File: src/hw/rtl/assert_macros.svh
// Assertion macros shared by the RTL of the compass heading block.
// No dependencies; included by every module that carries assertions.
`ifndef ASSERT_MACROS_SVH
`define ASSERT_MACROS_SVH

// Same-cycle implication, disabled while reset is asserted.
`define CHM_ASSERT_NOW(lbl, clk, rst_n, pre, post, msg) \
    lbl: assert property (@(posedge clk) disable iff (!(rst_n)) (pre) |-> (post)) \
        else $error(msg);

// Next-cycle implication, disabled while reset is asserted.
`define CHM_ASSERT_NEXT(lbl, clk, rst_n, pre, post, msg) \
    lbl: assert property (@(posedge clk) disable iff (!(rst_n)) (pre) |=> (post)) \
        else $error(msg);

`endif

File: src/hw/rtl/chm_ram.sv
// Generic single-port-write, single-port-read RAM with registered read data.
// No dependencies; instanced by compass_heading_moving_average_top for the window store.
module chm_ram #(
    parameter int WIDTH = 16,
    parameter int DEPTH = 256
) (
    input  logic                     i_clk,
    input  logic                     i_we,
    input  logic [$clog2(DEPTH)-1:0] i_waddr,
    input  logic [WIDTH-1:0]         i_wdata,
    input  logic [$clog2(DEPTH)-1:0] i_raddr,
    output logic [WIDTH-1:0]         o_rdata
);

    logic [WIDTH-1:0] r_mem [DEPTH];
    logic [WIDTH-1:0] r_rdata;

    always_ff @(posedge i_clk) begin
        if (i_we) begin
            r_mem[i_waddr] <= i_wdata;
        end
        r_rdata <= r_mem[i_raddr];
    end

    assign o_rdata = r_rdata;

endmodule

File: config.mk
export PLATFORM = sky130hd
export DESIGN_NAME = chm_ram
export DESIGN_NICKNAME = d
export VERILOG_FILES = /design/src/hw/rtl/assert_macros.svh /design/src/hw/rtl/chm_ram.sv
export SDC_FILE = /design/constraint.sdc
export NUM_CORES = 2
export LEC_CHECK = 0
export BUFFER_PORTS_ARGS = -buffer_cell sky130_fd_sc_hd__buf_2
export CORE_UTILIZATION = 30
export CTS_CLUSTER_SIZE = 28
export DETAILED_ROUTE_END_ITERATION = 12
export GPL_ROUTABILITY_DRIVEN = 0
export GPL_TIMING_DRIVEN = 0
export SLEW_MARGIN = 20
export SYNTH_ARGS = -nofsm -noshare
export SYNTH_HDL_FRONTEND = slang
export SYNTH_SLANG_ARGS = --single-unit
File: constraint.sdc
create_clock -name i_clk -period 8 [get_ports i_clk]
set_clock_uncertainty 0.05 [all_clocks]
set_input_delay 1.6 -clock i_clk [delete_from_list [all_inputs] [get_ports i_clk]]
set_output_delay 1.6 -clock i_clk [all_outputs]
set_load 0.03 [all_outputs]
==> qor.yml <==
die:
  dieArea_mm2: 0.532
  fp.dieW_um: 729
  start_util: 0.302
  row_count: 266
  die_h_um: 729
  core_area_mm2: 0.526
  io_pins: 50
placement:
  io_buffers: 39
  dpl.cell_count: 14600
  dp_hpwl_um: 343000
synthesis:
  seq_area_frac_synth: 0.777
  synth-xor-area-share: 0
  synth.area.mux_share: 0.155
  yosysUniqueCellTypes: 52
  syn_area_per_cell_um2: 21.6
  synthTopCellsByCount: "edfxtp_1, mux4_2, mux2i_1"
  yosysMostFrequentCell: "edfxtp_1"
  ys_ff_latch: 4112
  synth.area.top_cells: "edfxtp_1, mux4_2, mux2i_1, o221ai_1, nor2_1"
  synth_top_family_by_area: "multiplexers"
  yosys.area.top_type: "edfxtp_1"
  yosysWarnings: 0
  synth_simple_gate_area_frac: 0.0157
  yosys.area_share.adder: 0
  async_flop_share: 0
  synth.top_cell.area_share: 0.775
  synth_flop_cell: "edfxtp_1"
  synth_fp_nets: 7394
  synth_compound_area_frac: 0.0354
  synth_area_mm2: 0.159
  postSynthCellCount: 7360
  synth-edff-count: 4096
global_route:
  grt_max_degree: 119
  grt_antenna_before_repair: 43
  grt-ovfl-total: 0
  grt_use_total: 0.182
  grt_pass1_vias: 81900
  grt_pass1_wl_um: 674000
cts:
  max-clock-path-buffers: 4
  cts.repair.resized: 0
  cts_root_buf: "clkbuf_16"
  cts_tree: "yes"
  clock_latency_ps: 970
  post_cts_buffers: 0
  path_clk_slew_ps: 60
  ctsHtreeMaxLevel: 5
  numCtsBuffers: 390
  cts.sinks: 4112
  holdBufCountCts: 0
timing:
  setup_viol: 0
  relSlewSlack: 0.141
  final_max_slew_viol_count: 0
  fin_crit_ps: 6450
  fmax_mhz: 155
  hold-worst-slack_ps: 1010
  rsz0062_at_grt: "false"
  min_period_over_period: 0.806
  worst_slew_pin_slew_ps: 1290
  hold_viol: 0
drt:
  dr.max_layer_used: "met5"
  wl_um: 498000
  viasPerCell: 5.42
  ant_nets: 0
  drc: 0
  wl_met1_um: 185000
  first_pass_iters: 11
  dr_total_vias: 83300
  wl_met2_um: 227000
  dr.first_iter.drc_count: 13200
  wire_per_inst_um: 32.4
  met3WireLength_um: 57200
setup_path:
  critPathCaptureType: "flop"
  crit_type: "input port to flop"
  worst_ep_required_time_ps: 8730
  path_max_fanout: 11
  startpoint_type: "input port"
  cp_data_arrival_time_ps: 7180
cells_and_area:
  fillCellCount: 48000
  area_delta_synth_final_pct: 16.8
  drive_above_1_share: 0.275
  layout.nets: 8089
  stdcell_count: 15400
power_and_ir_drop:
  power_density_mw_per_mm2: 242
  max-vdd-ir-drop_mv: 0.195
  p_leak_uw: 0.0573
min_path:
  holdCritPathClass: "input port to flop"
run:
  drv_cap: 0
run_status:
  outcome: "complete, no violations"
-- per-stage QoR --
step / worst slack (ps) / setup TNS, ps / power [µW] / util / area [µm²]
floorplan: 4190 / 0 / 25400 / - / 159000
global placement: -743 / -853 / 26800 / 0.319 / 168000
detailed placement: 970 / 0 / 26900 / 0.329 / 173000
CTS: 1980 / 0 / 45000 / 0.352 / 185000
global route: 1760 / 0 / 45800 / 0.353 / 185000
finish: 1550 / 0 / 44900 / 0.353 / 185000
-- final timing paths --
kind | from | to | slack [ps] | cells past startpoint
setup / recovery | i_raddr[4] | o_rdata[7] | 1550 | 8
hold / removal | i_wdata[14] | r_mem[71][14] | 1010 | 1
setup reg to reg | r_mem[193][3] | o_rdata[3] | 4160 | 6
hold reg to reg | r_mem[218][5] | o_rdata[5] | 1220 | 6
-- state kept, by name, indices dropped and copies added, names as in the netlist --
| signal | cells |
|---|---|
| r_mem | 4096 |
| o_rdata | 16 |
-- area by class of cell --
| type | instances | area, µm² | area share |
|---|---|---|---|
| Timing Repair Buffer | 303 | 4230 | 0.0228 |
| Tap cell | 6968 | 8720 | 0.0470 |
| Inverter | 4 | 15.0 | 0.0000810 |
| Multi-Input combinational cell | 2792 | 33800 | 0.182 |
| Buffer | 452 | 2780 | 0.0150 |
| Antenna cell | 30 | 75.1 | 0.000405 |
| Clock inverter | 240 | 2320 | 0.0125 |
| Sequential cell | 4112 | 123000 | 0.665 |
| Clock buffer | 467 | 10100 | 0.0546 |
-- layer usage --
metal  vias to the layer above  track usage
met2                      5283        0.282
met5                         -      0.00163
met4                        22       0.0908
met3                       985       0.0513
li1                      32700            -
met1                     44300        0.233
-- placed cells by master, fill, tap and decap left out, drive strengths merged, types with 38 or more instances in the layout --
cell / synthesis / layout
mux2: 88 / 88
clkinv: 0 / 160
nor2: 304 / 304
o21ai: 38 / 38
nor3: 92 / 92
a22oi: 43 / 43
o221ai: 253 / 253
buf: 222 / 523
edfxtp: 4096 / 4096
mux4: 797 / 797
a21oi: 175 / 175
nand2: 38 / 38
clkbuf: 230 / 699
o22ai: 148 / 148
mux2i: 565 / 565
-- worst max-delay path, stage by stage --
cell and delay (ps):
clkbuf_1 840, clkbuf_1 920, clkbuf_2 630, clkbuf_1 870, a211oi_1 80, o21ai_0 920
nand3_1 490, nor4_2 760
-- power breakdown --
part | internal (µW) | switching [µW]
logic | 823 | 1880
registers | 23700 | 15.0
clock network | 10200 | 8190
total | 34800 | 10100
-- cells by family after synthesis --
kind of cell,Yosys count
AO/OA/AOI/OAI,786
buffers and inverters,456
flip-flops,4112
multiplexers,1450
AND/OR/NAND/NOR,556
Power figures use the tool's default switching activity.
